[config.mk]
export PLATFORM = sky130hd
export DESIGN_NAME = html_escaping_utf8_encoder
export DESIGN_NICKNAME = d
export VERILOG_FILES = /design/src/rtl/hee_pkg.sv /design/src/rtl/html_escaping_utf8_encoder.sv /design/src/rtl/hee_front.sv /design/src/rtl/hee_queue.sv /design/src/rtl/hee_back.sv
export SDC_FILE = /design/constraint.sdc
export NUM_CORES = 1
export LEC_CHECK = 0
export BUFFER_PORTS_ARGS = -buffer_cell sky130_fd_sc_hd__buf_2
export CAP_MARGIN = 20
export CORE_UTILIZATION = 45
export DETAILED_ROUTE_END_ITERATION = 8
export PLACE_DENSITY = 0.61
export SLEW_MARGIN = 40
export SYNTH_ARGS = -nofsm -noshare
export SYNTH_HDL_FRONTEND = slang
export SYNTH_HIERARCHICAL = 1
export SYNTH_SLANG_ARGS = --single-unit
export TNS_END_PERCENT = 100
[constraint.sdc]
create_clock -name clk -period 6.2 [get_ports clk]
set_clock_uncertainty 0.15 [all_clocks]
set_input_delay 0.62 -clock clk [delete_from_list [all_inputs] [get_ports clk]]
set_output_delay 0.62 -clock clk [all_outputs]
set_load 0.01 [all_outputs]
[src/rtl/hee_pkg.sv]
// shared types, constants and byte tables for the html-escaping utf-8 encoder
// no dependencies; used by hee_front, hee_queue, hee_back and the top level
`default_nettype none

package hee_pkg;

  localparam int unsigned CP_W        = 21;
  localparam int unsigned IDX_W       = 3;
  localparam int unsigned QUEUE_DEPTH = 4;

  localparam logic [CP_W-1:0] CP_MAX_1B = 21'h00007f;
  localparam logic [CP_W-1:0] CP_MAX_2B = 21'h0007ff;
  localparam logic [CP_W-1:0] CP_MAX_3B = 21'h00ffff;
  localparam logic [CP_W-1:0] CP_MAX    = 21'h10ffff;

  localparam logic [CP_W-1:0] CP_AMP  = 21'h000026;
  localparam logic [CP_W-1:0] CP_QUOT = 21'h000022;
  localparam logic [CP_W-1:0] CP_APOS = 21'h000027;
  localparam logic [CP_W-1:0] CP_LT   = 21'h00003c;
  localparam logic [CP_W-1:0] CP_GT   = 21'h00003e;

  localparam logic [7:0] LEAD_2B = 8'hc0;
  localparam logic [7:0] LEAD_3B = 8'he0;
  localparam logic [7:0] LEAD_4B = 8'hf0;
  localparam logic [7:0] CONT_B  = 8'h80;

  // item classes decided by the front
  typedef enum logic [3:0] {
    K_U1,
    K_U2,
    K_U3,
    K_U4,
    K_AMP,
    K_QUOT,
    K_APOS,
    K_LT,
    K_GT,
    K_NONE
  } kind_t;

  // one classified item as it sits in the queue
  typedef struct packed {
    kind_t           kind;
    logic [CP_W-1:0] cp;
    logic            send;
  } item_t;

  // number of results an item class produces
  function automatic logic [IDX_W-1:0] result_count(input kind_t kind);
    logic [IDX_W-1:0] n;
    unique case (kind)
      K_U1:           n = 3'd1;
      K_U2:           n = 3'd2;
      K_U3:           n = 3'd3;
      K_U4:           n = 3'd4;
      K_AMP:          n = 3'd5;
      K_QUOT, K_APOS: n = 3'd6;
      K_LT, K_GT:     n = 3'd4;
      default:        n = 3'd1;
    endcase
    return n;
  endfunction

  // byte number idx of an item
  function automatic logic [7:0] result_byte(input kind_t kind, input logic [CP_W-1:0] cp,
                                             input logic [IDX_W-1:0] idx);
    logic [7:0] b;
    b = 8'h00;
    unique case (kind)
      K_U1: b = {1'b0, cp[6:0]};
      K_U2: begin
        case (idx)
          3'd0:    b = LEAD_2B | {3'b000, cp[10:6]};
          default: b = CONT_B | {2'b00, cp[5:0]};
        endcase
      end
      K_U3: begin
        case (idx)
          3'd0:    b = LEAD_3B | {4'b0000, cp[15:12]};
          3'd1:    b = CONT_B | {2'b00, cp[11:6]};
          default: b = CONT_B | {2'b00, cp[5:0]};
        endcase
      end
      K_U4: begin
        case (idx)
          3'd0:    b = LEAD_4B | {5'b00000, cp[20:18]};
          3'd1:    b = CONT_B | {2'b00, cp[17:12]};
          3'd2:    b = CONT_B | {2'b00, cp[11:6]};
          default: b = CONT_B | {2'b00, cp[5:0]};
        endcase
      end
      // &amp;
      K_AMP: begin
        case (idx)
          3'd0:    b = 8'h26;
          3'd1:    b = 8'h61;
          3'd2:    b = 8'h6d;
          3'd3:    b = 8'h70;
          default: b = 8'h3b;
        endcase
      end
      // &quot;
      K_QUOT: begin
        case (idx)
          3'd0:    b = 8'h26;
          3'd1:    b = 8'h71;
          3'd2:    b = 8'h75;
          3'd3:    b = 8'h6f;
          3'd4:    b = 8'h74;
          default: b = 8'h3b;
        endcase
      end
      // &apos;
      K_APOS: begin
        case (idx)
          3'd0:    b = 8'h26;
          3'd1:    b = 8'h61;
          3'd2:    b = 8'h70;
          3'd3:    b = 8'h6f;
          3'd4:    b = 8'h73;
          default: b = 8'h3b;
        endcase
      end
      // &lt;
      K_LT: begin
        case (idx)
          3'd0:    b = 8'h26;
          3'd1:    b = 8'h6c;
          3'd2:    b = 8'h74;
          default: b = 8'h3b;
        endcase
      end
      // &gt;
      K_GT: begin
        case (idx)
          3'd0:    b = 8'h26;
          3'd1:    b = 8'h67;
          3'd2:    b = 8'h74;
          default: b = 8'h3b;
        endcase
      end
      default: b = 8'h00;
    endcase
    return b;
  endfunction

endpackage

`default_nettype wire

[src/rtl/html_escaping_utf8_encoder.sv]
// html-escaping utf-8 encoder: one code point in, its entity, its utf-8 bytes or a no-byte marker out
// path: an accepted code point passes the item queue and the current-item register into the result register
// throughput: one result per cycle unless the sequencer holds no item or a full result register waits for pop;
// an item has 1 to 6 results, written by the back-end sequencer one byte per cycle into the result register
// reset: synchronous rst empties the item queue and the result register
// depends on hee_pkg, hee_front, hee_queue, hee_back
`default_nettype none

module html_escaping_utf8_encoder #(
  parameter int unsigned QDEPTH = hee_pkg::QUEUE_DEPTH
) (
  input  wire logic                     clk,
  input  wire logic                     rst,
  input  wire logic                     push,
  output logic                          full,
  input  wire logic [hee_pkg::CP_W-1:0] code_point,
  input  wire logic                     string_end,
  output logic                          empty,
  input  wire logic                     pop,
  output logic [7:0]                    out_byte,
  output logic                          byte_valid,
  output logic                          last_of_item,
  output logic                          string_end_out
);

  logic           q_full;
  logic           q_push;
  logic           q_empty;
  logic           q_pop;
  hee_pkg::item_t q_wdata;
  hee_pkg::item_t q_rdata;

  hee_front u_front (
    .push       (push),
    .full       (full),
    .code_point (code_point),
    .string_end (string_end),
    .q_full     (q_full),
    .q_push     (q_push),
    .q_item     (q_wdata)
  );

  hee_queue #(
    .QDEPTH (QDEPTH)
  ) u_queue (
    .clk   (clk),
    .rst   (rst),
    .push  (q_push),
    .wdata (q_wdata),
    .full  (q_full),
    .pop   (q_pop),
    .rdata (q_rdata),
    .empty (q_empty)
  );

  hee_back u_back (
    .clk            (clk),
    .rst            (rst),
    .q_item         (q_rdata),
    .q_empty        (q_empty),
    .q_pop          (q_pop),
    .out_byte       (out_byte),
    .byte_valid     (byte_valid),
    .last_of_item   (last_of_item),
    .string_end_out (string_end_out),
    .empty          (empty),
    .pop            (pop)
  );

  // an empty marker result always closes its item
  a_marker_is_last: assert property (@(posedge clk) disable iff (rst)
    (!empty && !byte_valid) |-> last_of_item)
    else $error("marker result without last_of_item");

  // end-of-string only rides on the last result of an item
  a_send_on_last: assert property (@(posedge clk) disable iff (rst)
    (!empty && string_end_out) |-> last_of_item)
    else $error("string_end_out on a result that is not last");

  // reset leaves no result waiting
  a_reset_empty: assert property (@(posedge clk)
    rst |=> empty)
    else $error("result pending after reset");

endmodule

`default_nettype wire

[src/rtl/hee_front.sv]
// front end: takes code points and classifies them into entity, utf-8 or no-byte classes
// depends on hee_pkg
`default_nettype none

module hee_front (
  input  wire logic                     push,
  output logic                          full,
  input  wire logic [hee_pkg::CP_W-1:0] code_point,
  input  wire logic                     string_end,
  input  wire logic                     q_full,
  output logic                          q_push,
  output hee_pkg::item_t                q_item
);

  hee_pkg::kind_t kind;

  // classify the incoming code point
  always_comb begin
    if (code_point == hee_pkg::CP_AMP) begin
      kind = hee_pkg::K_AMP;
    end else if (code_point == hee_pkg::CP_QUOT) begin
      kind = hee_pkg::K_QUOT;
    end else if (code_point == hee_pkg::CP_APOS) begin
      kind = hee_pkg::K_APOS;
    end else if (code_point == hee_pkg::CP_LT) begin
      kind = hee_pkg::K_LT;
    end else if (code_point == hee_pkg::CP_GT) begin
      kind = hee_pkg::K_GT;
    end else if (code_point <= hee_pkg::CP_MAX_1B) begin
      kind = hee_pkg::K_U1;
    end else if (code_point <= hee_pkg::CP_MAX_2B) begin
      kind = hee_pkg::K_U2;
    end else if (code_point <= hee_pkg::CP_MAX_3B) begin
      kind = hee_pkg::K_U3;
    end else if (code_point <= hee_pkg::CP_MAX) begin
      kind = hee_pkg::K_U4;
    end else begin
      kind = hee_pkg::K_NONE;
    end
  end

  // input transfer writes straight into the queue
  assign full        = q_full;
  assign q_push      = push & ~q_full;
  assign q_item.kind = kind;
  assign q_item.cp   = code_point;
  assign q_item.send = string_end;

endmodule

`default_nettype wire

[src/rtl/hee_queue.sv]
// short fifo of classified items between front and back
// depends on hee_pkg
`default_nettype none

module hee_queue #(
  parameter int unsigned QDEPTH = hee_pkg::QUEUE_DEPTH
) (
  input  wire logic           clk,
  input  wire logic           rst,
  input  wire logic           push,
  input  hee_pkg::item_t      wdata,
  output logic                full,
  input  wire logic           pop,
  output hee_pkg::item_t      rdata,
  output logic                empty
);

  localparam int unsigned PTR_W = (QDEPTH > 1) ? $clog2(QDEPTH) : 1;
  localparam int unsigned CNT_W = $clog2(QDEPTH + 1);
  localparam logic [PTR_W-1:0] PTR_LAST = PTR_W'(QDEPTH - 1);
  localparam logic [CNT_W-1:0] CNT_FULL = CNT_W'(QDEPTH);

  hee_pkg::item_t   mem [QDEPTH];
  logic [PTR_W-1:0] wptr;
  logic [PTR_W-1:0] rptr;
  logic [CNT_W-1:0] count;
  logic             do_push;
  logic             do_pop;

  assign full    = (count == CNT_FULL);
  assign empty   = (count == '0);
  assign do_push = push & ~full;
  assign do_pop  = pop & ~empty;
  assign rdata   = mem[rptr];

  // storage
  always_ff @(posedge clk) begin
    if (do_push) begin
      mem[wptr] <= wdata;
    end
  end

  // pointers and fill count
  always_ff @(posedge clk) begin
    if (rst) begin
      wptr  <= '0;
      rptr  <= '0;
      count <= '0;
    end else begin
      if (do_push) begin
        wptr <= (wptr == PTR_LAST) ? '0 : wptr + 1'b1;
      end
      if (do_pop) begin
        rptr <= (rptr == PTR_LAST) ? '0 : rptr + 1'b1;
      end
      if (do_push & ~do_pop) begin
        count <= count + 1'b1;
      end else if (do_pop & ~do_push) begin
        count <= count - 1'b1;
      end
    end
  end

endmodule

`default_nettype wire

[src/rtl/hee_back.sv]
// back end: walks one item's bytes, one per cycle while the result register is free or popped, into the result register
// depends on hee_pkg
`default_nettype none

module hee_back (
  input  wire logic       clk,
  input  wire logic       rst,
  input  hee_pkg::item_t  q_item,
  input  wire logic       q_empty,
  output logic            q_pop,
  output logic [7:0]      out_byte,
  output logic            byte_valid,
  output logic            last_of_item,
  output logic            string_end_out,
  output logic            empty,
  input  wire logic       pop
);

  hee_pkg::item_t              cur;
  logic                        busy;
  logic [hee_pkg::IDX_W-1:0]   idx;
  logic [hee_pkg::IDX_W-1:0]   cnt;
  logic                        out_full;
  logic                        out_load;
  logic                        is_last;
  logic                        take;

  // sequencer control
  always_comb begin
    cnt      = hee_pkg::result_count(cur.kind);
    is_last  = (idx == cnt - 1'b1);
    out_load = busy & (~out_full | pop);
    take     = ~q_empty & (~busy | (out_load & is_last));
  end

  assign q_pop = take;
  assign empty = ~out_full;

  // current item and byte index
  always_ff @(posedge clk) begin
    if (rst) begin
      busy <= 1'b0;
      idx  <= '0;
    end else begin
      if (take) begin
        busy <= 1'b1;
        idx  <= '0;
      end else begin
        if (out_load & is_last) begin
          busy <= 1'b0;
        end
        if (out_load) begin
          idx <= idx + 1'b1;
        end
      end
    end
  end

  always_ff @(posedge clk) begin
    if (take) begin
      cur <= q_item;
    end
  end

  // result register
  always_ff @(posedge clk) begin
    if (rst) begin
      out_full <= 1'b0;
    end else begin
      out_full <= out_load | (out_full & ~pop);
    end
  end

  always_ff @(posedge clk) begin
    if (out_load) begin
      out_byte       <= hee_pkg::result_byte(cur.kind, cur.cp, idx);
      byte_valid     <= (cur.kind != hee_pkg::K_NONE);
      last_of_item   <= is_last;
      string_end_out <= is_last & cur.send;
    end
  end

endmodule

`default_nettype wire

# Word-level counts from Yosys, hierarchy flattened
# Memory sizes are Yosys's and may differ from the RTL's. A register that Yosys moved wholly into a read port is not among the register bits.
# Cells that the tools add are included.
[totals]
word_cells = 96
romBits = 48
out_inout_bits = 13
regBits = 23
ramBits = 104
n_memories = 2
[memory_table]
columns = ["memory", "words", "width", "read_ports", "rd_clocked_by_memory_dff", "write_ports", "line", "rtl"]
rows = [
  ["u_queue.mem", 4, 26, 1, 1, 1, "hee_queue.sv:23", "hee_pkg::item_t mem [QDEPTH];"],
  ["(no name shown)", 16, 3, 1, 0, 0, "hee_pkg.sv:51", "unique case (kind)"],
]
[op_classes]
magnitude_cmp = 4
bitwise = 20
addsub = 6
mux = 26
eq_ne = 22
n_reduce_logical = 6
[ops]
columns = ["operator", "count"]
rows = [
  ["equality test 21 x 6 -> 1 bit (second input constant)", 5],
  ["one-hot mux 8 bit (9 select lines)", 1],
  ["one-hot mux 7 bit (5 select lines)", 2],
  ["one-hot mux 7 bit (3 select lines)", 3],
  ["two-way mux 4 bit", 9],
  ["one-hot mux 7 bit (4 select lines)", 1],
  ["<= comparator 21 x 11 -> 1 bit (second input constant)", 1],
  ["<= comparator 21 x 16 -> 1 bit (second input constant)", 1],
  ["<= comparator 21 bit (second input constant)", 1],
  ["<= comparator 21 x 7 -> 1 bit (second input constant)", 1],
  ["equality test 4 x 3 -> 1 bit (second input constant)", 4],
  ["one-hot mux 7 bit (2 select lines)", 1],
  ["bitwise AND 1 bit", 10],
  ["equality test 4 x 2 -> 1 bit (second input constant)", 2],
  ["two-way mux 7 bit", 1],
  ["NOT 1 bit", 7],
  ["adder 3 x 1 -> 3 bit (second input constant)", 2],
  ["equality test 3 x 2 -> 1 bit (second input constant)", 2],
  ["equality test 3 bit (second input constant)", 2],
  ["logical NOT 3 bit", 2],
  ["two-way mux 3 bit", 2],
  ["subtractor 3 x 1 -> 3 bit (second input constant)", 2],
  ["adder 2 x 1 -> 2 bit (second input constant)", 2],
  ["equality test 2 bit (second input constant)", 2],
  ["11 further kinds", 18],
]

# Depth between registers and ports, before layout
# Gate-level depths: netlist of run 1.
[logic_depth]
depth_word = 10
mapped_depth = 13
ltp_nobuf = 12

# Hierarchy
# The synthesis of run 1 kept the hierarchy.
[by_module_without_submodules]
columns = ["module", "seq_area_each_um2", "instances", "area_each_um2", "cells_each"]
rows = [
  ["hee_queue", 3303.2, 1, 4245.3, 186],
  ["hee_back", 1271.2, 1, 2496.1, 234],
  ["hee_front", 0.0, 1, 380.4, 51],
]

# Worst setup path before layout of run 1
# OpenSTA, ideal clock, no wires.
[synth_timing]
path_kind = "reg-to-reg"
startpoint = "register, netlist name u_back/cnt[0]"
endpoint = "register u_queue.count[2]"
synth_period_minus_slack_ns = 3.133
path_slack_ns = 3.067
arrival_time_ns = 2.912
setup_time_ns = 0.070
path_stages_with_launch = 14
cell_sequence = "dfxtp_1 -> inv_1 -> ha_1 -> xor3_1 -> o41ai_2 -> and2b_4 -> buf_6 -> o31ai_2 -> ha_1 -> inv_1 -> fa_1 -> xor2_1 -> or3_2 -> a21oi_1"
[synth_rtl]
columns = ["item", "line", "rtl"]
rows = [
  ["end signal: assignment", "hee_queue.sv:57", "count <= count + 1'b1;"],
  ["end signal: assignment", "hee_queue.sv:59", "count <= count - 1'b1;"],
  ["end: declaration", "hee_queue.sv:26", "logic [CNT_W-1:0] count;"],
]

# Worst setup path in the final report of run 1
[layout_timing]
startpoint = "register u_back/idx[2] (netlist name)"
endpoint = "register u_queue.count[2]"
[layout_via]
elab_chain_len = 8
[layout_lines]
columns = ["item", "line", "rtl"]
rows = [
  ["start: declaration", "hee_back.sv:21", "logic [hee_pkg::IDX_W-1:0] idx;"],
  ["start signal: assignment", "hee_back.sv:53", "idx <= idx + 1'b1;"],
  ["equality test 3 bit *", "hee_back.sv:31", "is_last = (idx == cnt - 1'b1);"],
  ["bitwise AND 1 bit *", "hee_back.sv:33", "take = ~q_empty & (~busy | (out_load & is_last));"],
  ["bitwise OR 1 bit *", "hee_back.sv:33", ""],
  ["bitwise AND 1 bit *", "hee_back.sv:33", ""],
  ["named net q_pop", "html_escaping_utf8_encoder.sv:29", "logic q_pop;"],
  ["bitwise AND 1 bit *", "hee_queue.sv:33", "assign do_pop = pop & ~empty;"],
  ["NOT 1 bit", "hee_queue.sv:56", "if (do_push & ~do_pop) begin"],
  ["bitwise AND 1 bit", "hee_queue.sv:56", ""],
  ["two-way mux 3 bit or nonzero test 2 bit (tied branches)", "--", ""],
]
# Mark *: on every way through the listed nets, which the timed path passes. The rest lies on a longest branch.
# A chain may end at the register's enable or synchronous reset.

==> results of run 1 <==
## registers in the layout, summed over array words and instances, names as in the netlist, named ones only
signal / count
u_queue/wptr: 2
u_queue/count: 3
u_back/out_byte: 8
u_queue/rptr: 2
u_back/string_end_out: 1
u_back/byte_valid: 1
u_back/last_of_item: 1
u_back/out_full: 1
u_queue/mem: 104
u_back/busy: 1
u_back/idx: 3
u_back/cnt: 3
u_back/cur: 26
## logic make-up after synthesis
family	after synthesis
multiplexers	33
AND/OR/NAND/NOR	114
adder cells (fa/ha/maj)	15
XOR/XNOR	6
flip-flops	158
AO/OA/AOI/OAI	83
buffers and inverters	62
## worst max path at each step
| stage | from | to | cells after the start |
|---|---|---|---|
| 6_report | u_back/idx[2] | u_queue/count[2] | 10 |
| 3_5_place_dp | u_back/idx[2] | u_queue/count[2] | 10 |
| 2_1_floorplan | u_back/cnt[0] | u_queue/count[2] | 13 |
| 5_1_grt | u_back/idx[2] | u_queue/count[2] | 10 |
| 4_1_cts | u_back/idx[2] | u_queue/count[2] | 10 |
| 3_3_place_gp | u_back/idx[2] | u_queue/count[2] | 10 |
## layout by cell type, fill, tap and decap left out, drive strengths merged, types with 8 or more instances in the layout
master | synthesis | layout
a21oi | 17 | 17
buf | 36 | 40
clkbuf | 11 | 17
dfxtp | 17 | 17
edfxtp | 141 | 141
ha | 14 | 14
inv | 14 | 20
mux4 | 26 | 26
nand2 | 18 | 18
nand3 | 10 | 10
nor2 | 24 | 24
nor2b | 8 | 8
nor3 | 14 | 14
o21ai | 16 | 16
## metrics by stage
| stage | utilization, % | setup WS (ns) |
|---|---|---|
| after detailed placement | 47.6 | 2.39 |
| after global routing | 51.6 | 2.14 |
| after global placement | 47.6 | 2.48 |
| after floorplan | - | 3.07 |
| after CTS | 51.6 | 2.40 |
| final | 51.6 | 2.41 |
## power groups by stage
stage / sequential, W / combinational (W) / clock, W
4_1_cts: 0.00173 / 0.00109 / 0.00106
5_1_grt: 0.00176 / 0.00119 / 0.00111
6_report: 0.00172 / 0.00108 / 0.00104
3_5_place_dp: 0.00175 / 0.00109 / 0
2_1_floorplan: 0.00160 / 0.000925 / 0
3_3_place_gp: 0.00174 / 0.00108 / 0
## final cells by class
type | instances | area [µm²] | area share (%)
tap | 211 | 264 | 3.34
inverter | 15 | 61.3 | 0.776
multi-input combinational | 251 | 2180 | 27.7
timing repair buffer | 40 | 205 | 2.60
sequential | 158 | 4580 | 58.0
clock inverter | 15 | 180 | 2.28
clock buffer | 17 | 425 | 5.39
## routing by layer
layer / vias up / part of all wire [%] / GRT usage, %
met5: - / 0 / 0
met4: 0 / 1.7 / 7.13
met2: 132 / 47 / 28.0
met1: 1921 / 47 / 24.8
li1: 1856 / - / -
met3: 16 / 4.9 / 4.34
==> flow_summary.toml, run 1 <==
[synthesis]
synth-edff-count = 141
synth.net_count = 512
syn_area_um2 = 7120
yosysTopAreaCell = "edfxtp_1"
synth-seq-cells = 158
synthesis.area_per_instance_um2 = 15.1
synth_top_family_by_area = "multiplexers"
synth_cells = 471
synth_cell_types = 73
synth_top_area_share_pct = 59.5
async_reset_ff_share_pct = 0
synth.most_common_cell = "edfxtp_1"
ys_top_cells_by_area = "edfxtp_1 59%, mux4_2 8.2%, dfxtp_1 4.8%"
yosysSeqAreaShare_pct = 64.2
yosysWarnings = 6
muxShareOfSynthArea_pct = 9.26
synth_compound_area_share_pct = 8.78
synth_fa_ha_area_share_pct = 2.74
synth-xor-area-share_pct = 0.949
yosys-top-cells-count = "141 x edfxtp_1, 26 x mux4_2, 23 x buf_4, 23 x nor2_1, 18 x nand2_1"
yosys_most_used_dff = "edfxtp_1"
synth-simple-area-share_pct = 8.94

[pwr]
power.switching_w = 0.00126
total_power_w = 0.00384
cellPowerDensity_nw_per_um2 = 486
ir_worst_vdd_uv = 252
p_int_w = 0.00258
p_sw_share_pct = 32.8
clkPwrFrac_pct = 27.1
p_leak_nw = 2.67
combinationalPowerShare_pct = 28.2
seq_power_share_pct = 44.7

[worst_setup_path]
cp.required_ns = 6.40
cp_top_family = "simple AND/OR/NAND/NOR gates"
crit_slowest_cell = "dfxtp_1"
r2r_start = "u_back/idx[2]"
r2r_slack_ns = 2.41
crit_fanout = 38
startpoint_type = "register"
cp_cell_sequence = "xor3_1 > o41ai_2 > and2b_4 > o31ai_2 > ha_1 > inv_1 > fa_1 > xor2_1 > or3_2 > a21oi_1"
path_buf_inv = 1
cp_slowest_stage_delay_ns = 0.78
reg2regPathDepth = 10
cp.arrival_ns = 3.99
crit_path_end_kind = "register"
criticalPathCategory = "register to register"
r2r-end = "u_queue/count[2]"

[worst_hold_path]
whs_path_depth = 1
holdPathEnd = "u_queue/mem[1][0]"
worstHoldStart = "string_end"
hold_class = "primary input to register"

[place]
globalplace.congestion = 0.851
hpwlAfterDp_um = 8730
port_buffers = 38
placedCellCount = 675
post_dp_cell_area_um2 = 7290

[clocking]
cts_tree = "built"
cts-root-buf = "clkbuf_16"
cts_resized = 0
clkLatencyLatePin_ns = 0.41
cts_sinks = 158
holdBufCountCts = 0
cts_setup_buffers = 0
htree_levels = 4
cts_buffers = 17
cts_max_path_buffers = 2
clkSlewWorstSetupHoldPaths_ns = 0.06

[layout]
fillers = 1298
finish.net_count = 524
n_antenna_cell = 0
fin_cells = 707
area_delta_synth_final_pct = 10.9
fin_area_um2 = 7900
drive_gt1_share_pct = 24.6

[detailed_routing]
viasPerCell = 5.55
ant_nets = 0
drt_iter0_drc = 334
wl_per_cell_um = 19.0
firstDrtPassIters = 5
num_vias = 3925
routed_wirelength_um = 13400
drc = 0

[timing]
hold_violations = 0
post-route-period-util_pct = 61.2
min_period_ns = 3.79
relSlewSlack_pct = 45.7
setup_tns_ns = 0
hold_slack_ns = 0.267
tightestPinTransition_ns = 0.794
finalMaxSlewViolations = 0
rsz0062_at_grt = "no"
final-setup-viol-count = 0
fmax_mhz = 264

[floorplan]
fp.dieW_um = 128
initial_core_util_pct = 46.5
core_area_um2 = 15300
rows = 45
die_area_um2 = 16300
die_y_um = 128
io_pins = 39

[global_route]
grt_pass1_wl_um = 21900
grt_overflow = 0
antenna_found_initial = 0
grt_pass1_vias = 3988
grt_usage_pct = 18.1
grt_max_degree = 39

[status]
status = "finished, final reports clean"

[run]
cap_violations = 0
(Power assumes the default switching activity.)
==> inputs of run 2 (changes only) <==
Clock period 6.2 ns to 3.5 ns, I/O delays scaled along.
==> run 2 against run 1 <==
Against the previous run: power grew 80%; core utilization grew 0.48 points; non-clock buffer count grew 9.
==> flow_summary.toml, run 2 (synthesis gave the netlist of run 1 again) <==
[status]
status = "finished, final reports clean"

[worst_setup_path]
cp_slowest_stage_delay_ns = 0.38
startpoint_type = "register"
crit_slowest_cell = "xor3_1"
crit_path_end_kind = "register"
criticalPathCategory = "register to register"
cp.arrival_ns = 3.27
cp_cell_sequence = "inv_1 > ha_1 > xor3_1 > o41ai_2 > and2b_4 > buf_4 > o21ai_0 > ha_1 > or3_1 > o21ai_0 > a21oi_2"
crit_fanout = 29
cp.required_ns = 3.66

[floorplan]
initial_core_util_pct = 46.5
die_area_um2 = 16300
core_area_um2 = 15300
rows = 45
die_y_um = 128
io_pins = 39
fp.dieW_um = 128

[layout]
area_delta_synth_final_pct = 11.9
fillers = 1302
finish.net_count = 533
multi_input_area_um2 = 2190
mostFrequentLayoutCells = "141 x edfxtp_1, 38 x buf_2, 26 x mux4_2, 23 x nor2_1, 18 x nand2_1"
ff_latch_area_um2 = 4580
top_register = "u_queue/mem"
largest_reg_flops = 104
finish.utilization_pct = 52.1
largestRegisters = "u_queue/mem: 104 flops, u_back/cur: 26 flops, u_back/out_byte: 8 flops"
n_antenna_cell = 0
drive_gt1_share_pct = 25.2
mostFrequentLayoutCell = "edfxtp_1"

[timing]
post-route-period-util_pct = 89.0
final-setup-viol-count = 0
fmax_mhz = 321
setup_tns_ns = 0
finalMaxSlewViolations = 0
tightestPinTransition_ns = 0.801
relSlewSlack_pct = 46.6
min_period_ns = 3.11
rsz0062_at_grt = "no"
hold_violations = 0

[global_route]
grt_overflow = 0
antenna_found_initial = 0
grt_pass1_wl_um = 22900
grt_pass1_vias = 4046
grt_usage_pct = 19.2
grt_max_degree = 30

[detailed_routing]
num_vias = 4083
ant_nets = 0
viasPerCell = 5.71
firstDrtPassIters = 6
drt_iter0_drc = 375
drc = 0
wl_per_cell_um = 20.2
routed_wirelength_um = 14400

[pwr]
cellPowerDensity_nw_per_um2 = 868
ir_worst_vdd_uv = 487
p_leak_nw = 2.71

[run]
cap_violations = 0

[clocking]
clkSlewWorstSetupHoldPaths_ns = 0.06
clkLatencyLatePin_ns = 0.42
cts-root-buf = "clkbuf_16"
cts_setup_buffers = 0
cts_buffers = 17
cts_sinks = 158
cts_max_path_buffers = 2
htree_levels = 4
cts_resized = 0
cts_tree = "built"
holdBufCountCts = 3

[place]
globalplace.congestion = 0.874
port_buffers = 38
hpwlAfterDp_um = 9500

[worst_hold_path]
hold_class = "primary input to register"
[run 2: path summary, 6_finish.rpt]
| path | from | to | slack, ns | depth (start not counted) |
|---|---|---|---|---|
| max reg2reg | u_back/cnt[0] | u_back/cnt[2] | 0.39 | 11 |
| max | u_back/cnt[0] | u_back/cnt[2] | 0.39 | 11 |
| min | code_point[10] | u_queue/mem[2][11] | 0.02 | 1 |
| min reg2reg | u_queue/rptr[0] | register | 0.34 | 2 |
[run 2: per-layer routing]
metal | share of wire (%) | wire length [µm] | track usage, % | up-vias
met5 | 0 | 0 | 0 | -
met4 | 1.7 | 250 | 7.61 | 0
met3 | 4.9 | 705 | 4.51 | 20
met2 | 49 | 7040 | 30.7 | 140
met1 | 45 | 6440 | 25.5 | 2052
li1 | - | - | - | 1871
[run 2: critical path, delay by kind of cell (launching register included)]
family / cells / cell delay (ns)
compound gates: 4 / 0.70
xor+xnor: 1 / 0.38
fa+ha+maj: 2 / 0.41
buf+inv: 2 / 0.41
flops: 1 / 0.35
simple gates: 2 / 0.60
[run 2: area by class of cell]
| cell class | count | area share (%) |
|---|---|---|
| tap | 211 | 3.31 |
| multi-input combinational | 251 | 27.4 |
| clock inverter | 14 | 2.26 |
| clock buffer | 17 | 5.34 |
| sequential | 158 | 57.4 |
| timing repair buffer | 49 | 3.52 |
| inverter | 15 | 0.769 |
[run 2: through the flow]
step | hold WS (ns) | total power [W] | cell area, µm² | std cells | worst slack [ns]
2_1_floorplan | 0.269 | 0.00448 | 7120 | 471 | 0.367
3_3_place_gp | 0.337 | 0.00506 | 7340 | 681 | 0.469
3_5_place_dp | 0.340 | 0.00509 | 7340 | 681 | 0.357
4_1_cts | 0.00148 | 0.00698 | 7970 | 715 | 0.344
5_1_grt | 0.00151 | 0.00729 | 7970 | 715 | 0.112
6_report | 0.0160 | 0.00692 | 7970 | 715 | 0.385
[run 2: report_power, final]
group          total (W)  switching [W]  internal (W)
clock            0.00187       0.000737       0.00113
combinational    0.00209        0.00121      0.000882
sequential       0.00296       0.000306       0.00265
total            0.00692        0.00225       0.00467
==> inputs of run 3 (changes only) <==
Settings changed: ABC_AREA set to 1, CELL_PAD_IN_SITES_DETAIL_PLACEMENT set to 0, CELL_PAD_IN_SITES_GLOBAL_PLACEMENT set to 2, CORE_UTILIZATION 45 to 41, PLACE_DENSITY 0.61 to 0.79.
==> run 3 against run 2 <==
Against the previous run: final cell count up 34%; clock power down 5%; via count grew 20%; area after synthesis is 3.1% higher; core utilization decreased by 5.1 points; design area increased by 2.7%; die area increased by 13%; critical endpoint is now u_queue/count[2].
==> flow_summary.toml, run 3 <==
[status]
status = "finished, final reports clean"

[detailed_routing]
num_vias = 4884
routed_wirelength_um = 16000
viasPerCell = 5.09
wl_per_cell_um = 16.7
firstDrtPassIters = 4
drc = 0
drt_iter0_drc = 394
ant_nets = 0

[timing]
hold_violations = 0
setup_tns_ns = 0
relSlewSlack_pct = 58.4
min_period_ns = 2.56
finalMaxSlewViolations = 0
tightestPinTransition_ns = 0.622
rsz0062_at_grt = "no"
fmax_mhz = 390
post-route-period-util_pct = 73.2
final-setup-viol-count = 0

[worst_hold_path]
whs_path_depth = 1
hold_class = "primary input to register"
worstHoldStart = "code_point[15]"
holdPathEnd = "u_queue/mem[0][16]"

[synthesis]
async_reset_ff_share_pct = 0
ys_top_cells_by_area = "edfxtp_1 58%, nor2_1 5.5%, nand2_1 4.7%"
yosys_most_used_dff = "edfxtp_1"
yosysWarnings = 6
yosysSeqAreaShare_pct = 62.3
synth_top_area_share_pct = 57.7
synthesis.area_per_instance_um2 = 10.6
synth-edff-count = 141
synth-seq-cells = 158
yosys-top-cells-count = "141 x edfxtp_1, 107 x nor2_1, 92 x nand2_1, 70 x inv_1, 54 x o21ai_0"
synth.most_common_cell = "edfxtp_1"
syn_area_um2 = 7340
synth_cell_types = 44
synth_cells = 695
synth.net_count = 736
yosysTopAreaCell = "edfxtp_1"

[layout]
mostFrequentLayoutCells = "141 x edfxtp_1, 103 x nor2_1, 92 x nand2_1, 70 x inv_1, 54 x o21ai_0"
top_register = "u_queue/mem"
finish.utilization_pct = 47.0
largestRegisters = "u_queue/mem: 104 flops, u_back/cur: 26 flops, u_back/out_byte: 8 flops"
finish.net_count = 763
drive_gt1_share_pct = 15.4
fin_area_um2 = 8190
fin_cells = 960
area_delta_synth_final_pct = 11.5
largest_reg_flops = 104
n_antenna_cell = 0
mostFrequentLayoutCell = "edfxtp_1"

[global_route]
grt_overflow = 0
grt_max_degree = 53
antenna_found_initial = 0
grt_pass1_vias = 4776
grt_pass1_wl_um = 25000
grt_usage_pct = 18.5

[floorplan]
die_area_um2 = 18400
die_y_um = 136
initial_core_util_pct = 42.1
rows = 48
fp.dieW_um = 136
core_area_um2 = 17400
io_pins = 39

[worst_setup_path]
crit_path_end_kind = "register"
cp.required_ns = 3.70
criticalPathCategory = "register to register"
reg2regPathDepth = 19
r2r_slack_ns = 0.94
cp_slowest_stage_delay_ns = 0.39
crit_fanout = 6
cp_top_family = "simple AND/OR/NAND/NOR gates"
r2r-end = "u_queue/count[2]"
cp_cell_sequence = "inv_1 > ha_1 > inv_1 > nand2_1 > nand2_1 > nor2_2 > nand3_1 > nand2_2 > nand2_4 > inv_2 > nand2_1 > ha_1 > inv_1 > fa_1 > nand2_1 > nand3_1 > nand2_1 > inv_1 > nor2_1"
path_buf_inv = 5
r2r_start = "u_back/cnt[0]"
startpoint_type = "register"
crit_slowest_cell = "fa_1"
worst_path_most_repeated_cell = "nand2_1"
cp.arrival_ns = 2.76

[clocking]
cts_max_path_buffers = 2
cts_tree = "built"
htree_levels = 4
cts_sinks = 158
holdBufCountCts = 4
cts_buffers = 17
cts-root-buf = "clkbuf_16"
clkSlewWorstSetupHoldPaths_ns = 0.07
clkLatencyLatePin_ns = 0.42
cts_setup_buffers = 0
cts_resized = 0

[run]
cap_violations = 0

[place]
post_dp_cell_area_um2 = 7570
globalplace.congestion = 0.892
hpwlAfterDp_um = 10600
placedCellCount = 924
port_buffers = 38

[pwr]
ir_worst_vdd_uv = 445
total_power_w = 0.00708
p_leak_nw = 3.20
cellPowerDensity_nw_per_um2 = 865
## run 3: metrics by stage
stage,hold slack [ns],worst slack (ns)
finish,0.0156,0.936
global placement,0.336,1.01
global route,0.00193,0.660
detailed placement,0.354,0.918
floorplan,0.269,0.629
CTS,0.00156,0.914
## run 3: layer usage
layer / vias up / GRT usage (%) / share of wire [%]
met2: 138 / 31.3 / 49
met5: - / 0 / 0
met4: 0 / 7.43 / 1.9
li1: 2440 / - / -
met3: 28 / 3.63 / 4.2
met1: 2278 / 23.2 / 45
## run 3: logic make-up after synthesis
kind of cell    Yosys count  synth area share, %
simple gates            260                 15.6
flops                   158                 62.3
compound gates          140                 10.9
buf+inv                 121                 8.40
fa+ha+maj                15                 2.66
xor+xnor                  1                0.119
## run 3: how the worst max path moves through the flow
stage	from	end	slack (ns)	cells after the start
2_1_floorplan	pop	u_queue/count[1]	0.63	12
3_3_place_gp	u_back/cnt[0]	u_queue/count[1]	1.01	16
3_5_place_dp	u_back/cnt[0]	u_queue/count[1]	0.92	16
4_1_cts	u_back/cnt[0]	u_queue/count[2]	0.91	19
5_1_grt	u_back/cnt[0]	u_queue/count[1]	0.66	16
6_report	u_back/cnt[0]	u_queue/count[2]	0.94	19
## run 3: worst reg2reg max path, delay by kind of cell, from the launching register on
family	cells	cell delay, ns
buf+inv	5	0.27
fa+ha+maj	3	0.87
simple gates	11	0.90
flops	1	0.33
## run 3: area by class of cell
class	instances	area, µm²
fillers	1597	9230
flip-flops and latches	158	4570
multi-input cells	416	2160
clock buffers	17	425
repair buffers	51	298
inverters	78	298
well taps	225	282
clock inverters	15	151
## run 3: power breakdown
group	switching, W	internal [W]	total, W
combinational	0.00170	0.000719	0.00242
sequential	0.000202	0.00269	0.00289
clock	0.000820	0.000950	0.00177
total	0.00272	0.00436	0.00708
